==> config.mk <==
export PLATFORM = sky130hd
export DESIGN_NAME = adc_range_calibrate_scale
export DESIGN_NICKNAME = d
export VERILOG_FILES = /design/src/rtl/arcs_pkg.sv /design/src/rtl/arcs_track.sv /design/src/rtl/arcs_scale.sv /design/src/rtl/adc_range_calibrate_scale.sv
export VERILOG_INCLUDE_DIRS = /design/src /design/src/rtl
export SDC_FILE = /design/constraint.sdc
export NUM_CORES = 2
export LEC_CHECK = 0
export BUFFER_PORTS_ARGS = -buffer_cell sky130_fd_sc_hd__buf_2
export CAP_MARGIN = 20
export CORE_AREA = 2 2 343 345
export DETAILED_ROUTE_END_ITERATION = 16
export DIE_AREA = 0 0 345 347
export MAX_ROUTING_LAYER = met4
export PLACE_DENSITY_LB_ADDON = 0.15
export SLEW_MARGIN = 0
export SYNTH_ARGS = -nofsm -noshare
export SYNTH_HDL_FRONTEND = slang
export SYNTH_SLANG_ARGS = --single-unit
==> constraint.sdc <==
create_clock -name clk -period 9 [get_ports clk]
set_clock_uncertainty 0.15 [all_clocks]
set_input_delay 1.8 -clock clk [delete_from_list [all_inputs] [get_ports clk]]
set_output_delay 1.8 -clock clk [all_outputs]
set_load 0.03 [all_outputs]
==> src/rtl/adc_range_calibrate_scale_macros.svh <==
// Assertion macros for the ADC range calibrate and scale RTL.
`ifndef ADC_RANGE_CALIBRATE_SCALE_MACROS_SVH
`define ADC_RANGE_CALIBRATE_SCALE_MACROS_SVH
`ifndef SYNTHESIS
`define ARCS_ASSERT(label, prop, msg) \
  label: assert property (@(posedge clk) disable iff (!rst_n) prop) else $error(msg);
`define ARCS_ASSERT_ALWAYS(label, prop, msg) \
  label: assert property (@(posedge clk) prop) else $error(msg);
`else
`define ARCS_ASSERT(label, prop, msg)
`define ARCS_ASSERT_ALWAYS(label, prop, msg)
`endif
`endif

==> src/rtl/arcs_pkg.sv <==
// Types and constants for the ADC range calibrate and scale block.
`default_nettype none
package arcs_pkg;

  localparam int RANGE_COUNT_DEF = 8;
  localparam int RANGE_W         = 3;
  localparam int HOLD_W          = 16;
  localparam int CNT_W           = 32;
  localparam int WORD_W          = 32;
  localparam int STATUS_W        = 8;
  localparam int COUNT_W         = 24;
  localparam int STEP_W          = 32;
  localparam int OFFS_W          = 32;
  localparam int SCALED_W        = 33;
  localparam int PROD_W          = COUNT_W + STEP_W;
  localparam int FRAC_SHIFT      = 24;
  localparam int OVL_BIT         = 27;
  localparam int ADDR_W          = 3;
  localparam int DATA_W          = 32;

  localparam logic [HOLD_W-1:0] HOLD_RESET = 16'd34;

  // register index taken from paddr[2]
  localparam logic REG_HOLD_OFF = 1'b0;

  localparam logic ACT_CONVERT = 1'b0;
  localparam logic ACT_CAL_WR  = 1'b1;

  localparam logic [RANGE_W-1:0] GAIN_PINS [8] = '{
    3'd0, 3'd1, 3'd4, 3'd2, 3'd5, 3'd3, 3'd6, 3'd7
  };

  // command from the input stage to the range tracker
  typedef struct packed {
    logic                fire;
    logic                action;
    logic [RANGE_W-1:0]  cal_index;
    logic [STEP_W-1:0]   wr_step;
    logic [OFFS_W-1:0]   cal_offs;
    logic [RANGE_W-1:0]  req;
    logic                overload;
  } arcs_cmd_t;

  // per-word fields carried alongside the product
  typedef struct packed {
    logic [STATUS_W-1:0] status;
    logic [RANGE_W-1:0]  gain;
    logic                chan_valid;
    logic [CNT_W-1:0]    ovl_cnt;
    logic [CNT_W-1:0]    chg_cnt;
    logic [OFFS_W-1:0]   offs;
  } arcs_side_t;

endpackage
`default_nettype wire

==> src/rtl/arcs_track.sv <==
// Range hold-off tracking, calibration tables and event counters.
`default_nettype none
`include "adc_range_calibrate_scale_macros.svh"
module arcs_track #(
  parameter int RANGE_COUNT = arcs_pkg::RANGE_COUNT_DEF
) (
  input  logic                          clk,
  input  logic                          rst_n,
  input  logic [arcs_pkg::HOLD_W-1:0]   hold_off,
  input  arcs_pkg::arcs_cmd_t           cmd,
  output logic [arcs_pkg::STEP_W-1:0]   step,
  output logic [arcs_pkg::OFFS_W-1:0]   offs,
  output logic [arcs_pkg::CNT_W-1:0]    ovl_cnt,
  output logic [arcs_pkg::CNT_W-1:0]    chg_cnt
);
  import arcs_pkg::*;

  localparam int IDX_W = (RANGE_COUNT > 1) ? $clog2(RANGE_COUNT) : 1;
  localparam logic [RANGE_W:0] RANGE_LIM = (RANGE_W + 1)'(RANGE_COUNT);
  localparam logic [HOLD_W-1:0] MIS_MAX = '1;

  logic [STEP_W-1:0]  step_tab_r [RANGE_COUNT];
  logic [OFFS_W-1:0]  offs_tab_r [RANGE_COUNT];
  logic [RANGE_W-1:0] applied_r;
  logic [HOLD_W-1:0]  mis_r, mis_nxt;
  logic               pend_r, pend_nxt, pend_mid;
  logic [CNT_W-1:0]   ovl_r, ovl_nxt;
  logic [CNT_W-1:0]   chg_r, chg_nxt;
  logic               conv_c, wr_c, mismatch_c, apply_c;
  logic               applied_ok, wr_ok;

  assign conv_c     = cmd.fire && (cmd.action == ACT_CONVERT);
  assign wr_c       = cmd.fire && (cmd.action == ACT_CAL_WR);
  assign applied_ok = {1'b0, applied_r} < RANGE_LIM;
  assign wr_ok      = {1'b0, cmd.cal_index} < RANGE_LIM;

  // lookup uses the range in force before this word
  assign step = applied_ok ? step_tab_r[applied_r[IDX_W-1:0]] : '0;
  assign offs = applied_ok ? offs_tab_r[applied_r[IDX_W-1:0]] : '0;

  always_comb begin
    mismatch_c = cmd.req != applied_r;
    if (mismatch_c) begin
      mis_nxt = (mis_r == MIS_MAX) ? mis_r : mis_r + 1'b1;
    end else begin
      mis_nxt = '0;
    end
    pend_mid = mismatch_c || pend_r;
    apply_c  = mis_nxt >= hold_off;
    chg_nxt  = (apply_c && pend_mid) ? chg_r + 1'b1 : chg_r;
    pend_nxt = pend_mid && !apply_c;
    ovl_nxt  = cmd.overload ? ovl_r + 1'b1 : ovl_r;
  end

  assign ovl_cnt = ovl_nxt;
  assign chg_cnt = chg_nxt;

  always_ff @(posedge clk) begin
    if (!rst_n) begin
      applied_r <= '0;
      mis_r     <= '0;
      pend_r    <= 1'b1;
      ovl_r     <= '0;
      chg_r     <= '0;
      for (int i = 0; i < RANGE_COUNT; i++) begin
        step_tab_r[i] <= '0;
        offs_tab_r[i] <= '0;
      end
    end else begin
      if (conv_c) begin
        mis_r  <= mis_nxt;
        pend_r <= pend_nxt;
        ovl_r  <= ovl_nxt;
        chg_r  <= chg_nxt;
        if (apply_c) begin
          applied_r <= cmd.req;
        end
      end
      if (wr_c && wr_ok) begin
        step_tab_r[cmd.cal_index[IDX_W-1:0]] <= cmd.wr_step;
        offs_tab_r[cmd.cal_index[IDX_W-1:0]] <= cmd.cal_offs;
      end
    end
  end

  `ARCS_ASSERT(a_idle_holds, !conv_c |=> $stable(applied_r) && $stable(chg_r) && $stable(mis_r), "range state moved without a convert word")
  `ARCS_ASSERT(a_mis_sat, (mis_r == MIS_MAX) |=> (mis_r == MIS_MAX || mis_r == '0), "mismatch count wrapped")
  `ARCS_ASSERT(a_apply, (conv_c && apply_c) |=> (applied_r == $past(cmd.req)) && !pend_r, "applied range switch not taken")

endmodule
`default_nettype wire

==> src/rtl/arcs_scale.sv <==
// Multiply stage and result register of the scaling path.
`default_nettype none
module arcs_scale (
  input  logic                           clk,
  input  logic                           rst_n,
  input  logic                           load,
  input  logic [arcs_pkg::COUNT_W-1:0]   count,
  input  logic [arcs_pkg::STEP_W-1:0]    step,
  input  arcs_pkg::arcs_side_t           side,
  output logic                           b_ready,
  output logic                           out_valid,
  input  logic                           out_ready,
  output logic [arcs_pkg::STATUS_W-1:0]  out_status_byte,
  output logic signed [arcs_pkg::SCALED_W-1:0] out_scaled_value,
  output logic [arcs_pkg::RANGE_W-1:0]   out_gain_select_code,
  output logic                           out_overload_valid,
  output logic [arcs_pkg::CNT_W-1:0]     out_overload_count,
  output logic [arcs_pkg::CNT_W-1:0]     out_range_change_count
);
  import arcs_pkg::*;

  logic                       b_valid_r, out_valid_r, o_ready;
  logic signed [PROD_W:0]     prod_c;
  logic [PROD_W-1:0]          prod_r;
  arcs_side_t                 side_r;
  logic signed [SCALED_W-1:0] val_c;
  logic signed [OFFS_W-1:0]   floor_c;

  assign o_ready = !out_valid_r || out_ready;
  assign b_ready = !b_valid_r || o_ready;

  // signed 24-bit count times unsigned step
  assign prod_c = $signed(count) * $signed({1'b0, step});

  // taking the top bits is the floor of the shift
  assign floor_c = $signed(prod_r[PROD_W-1:FRAC_SHIFT]);
  assign val_c   = {floor_c[OFFS_W-1], floor_c} - {side_r.offs[OFFS_W-1], side_r.offs};

  always_ff @(posedge clk) begin
    if (!rst_n) begin
      b_valid_r   <= 1'b0;
      out_valid_r <= 1'b0;
    end else begin
      if (b_ready) begin
        b_valid_r <= load;
      end
      if (o_ready) begin
        out_valid_r <= b_valid_r;
      end
    end
  end

  always_ff @(posedge clk) begin
    if (b_ready && load) begin
      prod_r <= prod_c[PROD_W-1:0];
      side_r <= side;
    end
    if (o_ready && b_valid_r) begin
      out_status_byte        <= side_r.status;
      out_scaled_value       <= val_c;
      out_gain_select_code   <= side_r.gain;
      out_overload_valid     <= side_r.chan_valid;
      out_overload_count     <= side_r.ovl_cnt;
      out_range_change_count <= side_r.chg_cnt;
    end
  end

  assign out_valid = out_valid_r;

endmodule
`default_nettype wire

==> src/rtl/adc_range_calibrate_scale.sv <==
// Top level of the ADC range calibrate and scale block.
// Takes one word per clock while out_ready holds: a convert word passes through the
// input register, product register and result register and yields one result; a
// calibration write word takes one slot and yields no result. The rate is one word per
// cycle without back-pressure, set by the single 24x32 multiply between the input and
// product registers and by the range tracker, which updates its state once per convert
// word in the same cycle. The hold_off_points register sits at APB byte address 0.
`default_nettype none
module adc_range_calibrate_scale #(
  parameter int RANGE_COUNT = arcs_pkg::RANGE_COUNT_DEF
) (
  input  logic                           clk,
  input  logic                           rst_n,
  input  logic                           psel,
  input  logic                           penable,
  input  logic                           pwrite,
  input  logic [arcs_pkg::ADDR_W-1:0]    paddr,
  input  logic [arcs_pkg::DATA_W-1:0]    pwdata,
  output logic [arcs_pkg::DATA_W-1:0]    prdata,
  output logic                           pready,
  input  logic                           in_valid,
  output logic                           in_ready,
  input  logic                           in_action,
  input  logic [arcs_pkg::RANGE_W-1:0]   in_cal_index,
  input  logic [arcs_pkg::STEP_W-1:0]    in_cal_step_value,
  input  logic signed [arcs_pkg::OFFS_W-1:0] in_cal_offset_value,
  input  logic [arcs_pkg::WORD_W-1:0]    in_sample_word,
  input  logic [arcs_pkg::RANGE_W-1:0]   in_requested_range,
  input  logic                           in_channel_valid,
  output logic                           out_valid,
  input  logic                           out_ready,
  output logic [arcs_pkg::STATUS_W-1:0]  out_status_byte,
  output logic signed [arcs_pkg::SCALED_W-1:0] out_scaled_value,
  output logic [arcs_pkg::RANGE_W-1:0]   out_gain_select_code,
  output logic                           out_overload_valid,
  output logic [arcs_pkg::CNT_W-1:0]     out_overload_count,
  output logic [arcs_pkg::CNT_W-1:0]     out_range_change_count
);
  import arcs_pkg::*;

  logic [HOLD_W-1:0]  hold_r;
  logic               cfg_wr;
  logic               a_valid_r, a_action_r, a_chan_r;
  logic [RANGE_W-1:0] a_idx_r, a_req_r;
  logic [STEP_W-1:0]  a_step_r;
  logic [OFFS_W-1:0]  a_offs_r;
  logic [WORD_W-1:0]  a_word_r;
  logic               b_ready, a_ready, a_fire, in_fire;
  arcs_cmd_t          cmd;
  arcs_side_t         side;
  logic [STEP_W-1:0]  step;
  logic [OFFS_W-1:0]  offs;
  logic [CNT_W-1:0]   ovl_cnt, chg_cnt;

  // configuration port
  assign pready = 1'b1;
  assign cfg_wr = psel && penable && pwrite && (paddr[2] == REG_HOLD_OFF);
  assign prdata = (paddr[2] == REG_HOLD_OFF) ? {{(DATA_W-HOLD_W){1'b0}}, hold_r} : '0;

  always_ff @(posedge clk) begin
    if (!rst_n) begin
      hold_r <= HOLD_RESET;
    end else if (cfg_wr) begin
      hold_r <= pwdata[HOLD_W-1:0];
    end
  end

  // input register
  assign a_ready  = !a_valid_r || b_ready;
  assign in_ready = a_ready;
  assign in_fire  = in_valid && a_ready;
  assign a_fire   = a_valid_r && b_ready;

  always_ff @(posedge clk) begin
    if (!rst_n) begin
      a_valid_r <= 1'b0;
    end else if (a_ready) begin
      a_valid_r <= in_valid;
    end
  end

  always_ff @(posedge clk) begin
    if (in_fire) begin
      a_action_r <= in_action;
      a_idx_r    <= in_cal_index;
      a_step_r   <= in_cal_step_value;
      a_offs_r   <= in_cal_offset_value;
      a_word_r   <= in_sample_word;
      a_req_r    <= in_requested_range;
      a_chan_r   <= in_channel_valid;
    end
  end

  always_comb begin
    cmd.fire      = a_fire;
    cmd.action    = a_action_r;
    cmd.cal_index = a_idx_r;
    cmd.wr_step   = a_step_r;
    cmd.cal_offs  = a_offs_r;
    cmd.req       = a_req_r;
    cmd.overload  = a_word_r[OVL_BIT];
  end

  arcs_track #(
    .RANGE_COUNT (RANGE_COUNT)
  ) u_track (
    .clk      (clk),
    .rst_n    (rst_n),
    .hold_off (hold_r),
    .cmd      (cmd),
    .step     (step),
    .offs     (offs),
    .ovl_cnt  (ovl_cnt),
    .chg_cnt  (chg_cnt)
  );

  always_comb begin
    side.status     = a_word_r[WORD_W-1 -: STATUS_W];
    side.gain       = GAIN_PINS[a_req_r];
    side.chan_valid = a_chan_r;
    side.ovl_cnt    = ovl_cnt;
    side.chg_cnt    = chg_cnt;
    side.offs       = offs;
  end

  arcs_scale u_scale (
    .clk                    (clk),
    .rst_n                  (rst_n),
    .load                   (a_valid_r && (a_action_r == ACT_CONVERT)),
    .count                  (a_word_r[COUNT_W-1:0]),
    .step                   (step),
    .side                   (side),
    .b_ready                (b_ready),
    .out_valid              (out_valid),
    .out_ready              (out_ready),
    .out_status_byte        (out_status_byte),
    .out_scaled_value       (out_scaled_value),
    .out_gain_select_code   (out_gain_select_code),
    .out_overload_valid     (out_overload_valid),
    .out_overload_count     (out_overload_count),
    .out_range_change_count (out_range_change_count)
  );

endmodule
`default_nettype wire
## Word level (Yosys, flattened, before mapping)

Memory sizes are Yosys's and may differ from the RTL's. A register that Yosys moved wholly into a read port is not among the register bits.
Index checks and enable logic that the tools add are counted.

- Memory bits (writable): 512
- Word-level logic and storage cells: 81
- Output and inout port bits: 144
- Memories kept: 3
- Register bits: 445
- Memory bits (read-only): 24

Memories:

| name | words | width | read ports | clocked after memory_dff | wr ports | line | source |
|---|---|---|---|---|---|---|---|
| u_track.offs_tab_r | 8 | 32 | 1 | 1 | 8 | arcs_track.sv:23 | `logic [OFFS_W-1:0] offs_tab_r [RANGE_COUNT];` |
| u_track.step_tab_r | 8 | 32 | 1 | 1 | 8 | arcs_track.sv:22 | `logic [STEP_W-1:0] step_tab_r [RANGE_COUNT];` |
| (name not given) | 8 | 3 | 1 | 1 | 0 | adc_range_calibrate_scale.sv:119 | `side.gain = GAIN_PINS[a_req_r];` |

- Bitwise operators: 3
- Multipliers: 1
- Muxes and demuxes: 17
- Reduce and logical (&&, ||, !) cells: 23
- $lt $le $gt $ge: 1
- Eq/ne operators: 2
- Add/subtract/negate cells: 4

Operators with widths:

| operator | number |
|---|---|
| $mux W32 | 4 |
| $add A32 B1 Y32 const B | 2 |
| $reduce_or A32 Y1 | 2 |
| $mul A24 B33 Y56 | 1 |
| $mux W16 | 3 |
| $sub A32 B32 Y33 | 1 |
| $add A16 B1 Y16 const B | 1 |
| $eq A16 B16 Y1 const B | 1 |
| $ge A16 B16 Y1 | 1 |
| $logic_and A1 B1 Y1 | 12 |
| $mux W3 | 4 |
| $mux W1 | 6 |
| $logic_not A1 Y1 | 4 |
| $logic_or A1 B1 Y1 | 4 |
| $not A3 Y4 | 1 |
| $ne A3 B3 Y1 | 1 |
| $not A1 Y1 | 2 |
| $reduce_and A2 Y1 | 1 |

## Logic depth before layout (Yosys ltp)

- Depth after elaboration: 10
- Mapped depth: 32
- Depth with buffers taken out: 27

## By module

Synthesis repeated with hierarchy kept, for this count alone.

- Cell total of the unflattened synthesis: 5,560
- Area total of the unflattened synthesis: 66,560.1 um^2

Modules (own cells, without submodules):

| module | area an instance (um^2) | seq. area each (um^2) | instances | cells each |
|---|---|---|---|---|
| arcs_scale | 33,855.0 | 7,517.2 | 1 | 3,264 |
| arcs_track | 28,573.7 | 17,116.4 | 1 | 2,072 |
| adc_range_calibrate_scale | 4,131.5 | 3,463.3 | 1 | 224 |

## Worst setup path after synthesis

OpenSTA, ideal clock, no wires.

- Path kind: reg-to-reg
- Start point: reg (tool-made name)
- End point: reg u_scale.prod_r[48] (data pin)
- Clock period less this slack: 8.714 ns
- Setup time: 0.261 ns
- Cell stages (with the launch flop): 28
- Arrival time: 8.302 ns
- Path slack: 0.286 ns
- Path buffers: 4
- Cell sequence: dfxtp_1 -> buf_2 -> buf_1 -> buf_1 -> mux4_2 -> mux2_2 -> clkbuf_1 -> and2_1 -> fa_1 -> inv_1 -> fa_1 -> fa_1 -> fa_1 -> fa_1 -> inv_1 -> fa_1 -> fa_1 -> ha_1 -> o21ai_0 -> o21ai_0 -> o211ai_1 -> a21oi_1 -> o41a_4 -> a221oi_2 -> a41oi_2 -> a21oi_2 -> o21ai_2 -> xor2_1

RTL lines:

| item | line | source |
|---|---|---|
| end signal: assignment | arcs_scale.sv:55 | `prod_r <= prod_c[PROD_W-1:0];` |
| end: declaration | arcs_scale.sv:24 | `logic [PROD_W-1:0] prod_r;` |

==> results_dict.tcl <==
set metrics [dict create \
    endpoint_kind "flop" \
    synth_ff_type "edfxtp_1" \
    max_cap_viol_count 0 \
    cts_setup_buffers 0 \
    hpwl_um 112000 \
    area_growth_pct 10.4 \
    die_height_um 347 \
    std_cell_rows 125 \
    die_area_um2 120000 \
    insertion_delay_ns 0.73 \
    gp_congestion 0.913 \
    via_per_inst 5.58 \
    cts_tree "yes" \
    met1_usage_pct 37.5 \
    grt_max_degree 90 \
    yosys_warnings 0 \
    clock-sinks 971 \
    wl_per_cell_um 22.0 \
    synth-async-reset-ratio_pct 0 \
    syn_inst 5541 \
    drive_gt1_share_pct 13.2 \
    clockBufferDepth 3 \
    synth_area_per_cell_um2 11.9 \
    clk_pin_slew_worst_paths_ns 0.06 \
    crit_arrival_ns 8.92 \
    ios 290 \
    place_inst 7183 \
    num-nets-final 6829 \
    totalWireLength_um 163000 \
    synth_cell_types 75 \
    use_met3_pct 4.32 \
    drtPass1Iterations 6 \
    max_slew_margin_pct 23.2 \
    status "finished clean" \
    path_class "reg2reg" \
    rsz0062_at_grt "false" \
    core_um2 116000 \
    drtIter0Drc 3280 \
    peakVddDrop_mv 0.528 \
    grt_use_total_pct 28.5 \
    grt_use_met2_pct 45.2 \
    syn_area_um2 65800 \
    fmax_mhz 116 \
    worst_pin_slew_ns 1.15 \
    busiest_layer "met2" \
    cts_root_buffer "clkbuf_16" \
    layout_common_cells "872 x and2_1, 865 x edfxtp_1, 781 x inv_1" \
    start_util_pct 56.9 \
    synth_edf_count 865 \
    min_period_ns 8.62 \
    power_w 0.0199 \
    timing.setup.tns_ns 0 \
    hold_buffers 0 \
    hold_viol 0 \
    period_share_pct 95.8 \
    setup_viol 0 \
    antenna_found_initial 4 \
    final_common_cell "and2_1" \
    yosysSeqAreaShare_pct 42.7 \
    ant_nets 0 \
    critPathMaxFanout 22 \
    via_count 41100 \
    cts_resized 0 \
    die_w_um 345 \
    critPathLaunchType "flop" \
    powerDensity_nw_per_um2 274 \
    first_global_vias 42600 \
    postLayoutCoreUtil_pct 62.8 \
    cts.htree.levels 3 \
    cts_inserted_buffers 102 \
    portBuffers 254 \
    grt_pass1_wl_um 250000 \
    grt_overflow 0 \
    drv_slew 0 \
    ys_seq_elements 971 \
    hp-class "reg2reg" \
    required_ns 9.31 \
    instances_no_fill 7376 \
    drc 0 \
    leakagePower_nw 31.3 \
]
[path summary, 6_finish.rpt]
path / startpoint / to / slack (ns) / cells past startpoint
setup reg to reg: flop / u_scale.prod_r[52] / 0.38 / 25
setup / recovery: flop / u_scale.prod_r[52] / 0.38 / 25
hold / removal: u_scale.side_r[86] / u_scale.out_overload_count[22] / 0.25 / 0
hold reg to reg: u_scale.side_r[86] / u_scale.out_overload_count[22] / 0.25 / 0
[per-layer routing]
metal	vias up	wire length, um
met5	-	0
met1	20900	67200
met2	1377	78500
met4	0	6290
li1	18500	-
met3	343	10600
[stage by stage]
step | hold slack [ns] | worst slack [ns] | cell area [um2]
floorplan | 0.250 | 0.286 | 65900
global placement | 0.250 | 0.387 | 69300
detailed placement | 0.255 | 0.334 | 69300
CTS | 0.247 | 0.306 | 72600
global route | 0.267 | 0.0252 | 72700
finish | 0.249 | 0.382 | 72700
[critical path: stages, from the launching register on]
cell,delay (ns)
dfxtp_4,0.42
buf_12,0.23
mux4_2,0.54
mux2_2,0.48
and2_1,0.26
fa_1,0.53
inv_1,0.05
fa_1,0.55
fa_1,0.53
fa_1,0.52
inv_1,0.06
fa_1,0.51
fa_1,0.51
inv_1,0.06
fa_1,0.55
inv_1,0.07
ha_1,0.32
a21o_1,0.17
a21oi_1,0.19
nor3_1,0.11
nor3_1,0.32
a21oi_1,0.20
nor3_1,0.33
o21bai_1,0.21
a211oi_1,0.30
xnor2_1,0.13
[where the power goes]
part | internal (W) | switching, W
sequential | 0.00548 | 0.000151
clock | 0.00247 | 0.00177
combinational | 0.00406 | 0.00601
[synthesized netlist by cell type, types with 25 or more instances]
cell | instances | area share, %
and2_1 | 872 | 8.3
edfxtp_1 | 865 | 39
inv_1 | 781 | 4.5
fa_1 | 658 | 20
nand2_1 | 532 | 3.0
ha_1 | 259 | 4.9
clkbuf_1 | 247 | 1.4
nor2_1 | 180 | 1.0
mux4_2 | 125 | 4.3
a21oi_1 | 120 | 0.91
dfxtp_1 | 106 | 3.2
xnor2_1 | 88 | 1.2
xor2_1 | 81 | 1.1
o21ai_0 | 73 | 0.55
mux2_2 | 64 | 1.1
nand3_1 | 62 | 0.47
a21o_1 | 54 | 0.62
nor3_1 | 34 | 0.26
or3_1 | 31 | 0.29
and3_1 | 30 | 0.29
nand2b_1 | 29 | 0.28
nor2b_1 | 27 | 0.26
buf_1 | 25 | 0.14
nand4_1 | 25 | 0.24
[cell families (layout without fill, tap and decap cells)]
kind of cell               after synthesis  after routing  share of synthesized area, %
adders and majority gates              918            918                          24.9
xor gates and xnor gates               169            169                          2.25
and+or+nand+nor                       1854           1854                          14.8
buffers and inverters                 1074           1367                          6.23
muxes                                  214            214                          5.83
DFF                                    971            971                          42.7
AOI/OAI and AO/OA                      339            339                          3.24
other                                    2             20                        0.0114
[state kept, by name, summed over array words and instances (netlist names), 3 cells and up, named ones only]
| name | count |
|---|---|
| u_track.offs_tab_r | 256 |
| u_track.step_tab_r | 256 |
| u_scale.side_r | 108 |
| u_scale.out_scaled_value | 33 |
| a_offs_r | 32 |
| a_step_r | 32 |
| a_word_r | 32 |
| u_scale.out_overload_count | 32 |
| u_scale.out_range_change_count | 32 |
| u_scale.prod_r | 32 |
| u_track.chg_r | 32 |
| u_track.ovl_r | 32 |
| hold_r | 16 |
| u_track.mis_r | 16 |
| u_scale.out_status_byte | 8 |
| a_idx_r | 3 |
| a_req_r | 3 |
| u_scale.out_gain_select_code | 3 |
| u_track.applied_r | 3 |
[area by class of cell]
cell class,instances,area [um2]
diodes,3,7.51
clock buffers,134,2790
clock inverters,53,581
fillers,9118,43000
inverters,783,2940
multi-input cells,3511,33900
flip-flops and latches,971,28100
well taps,1524,1910
repair buffers,397,2490
Power figures use the tool's default switching activity.
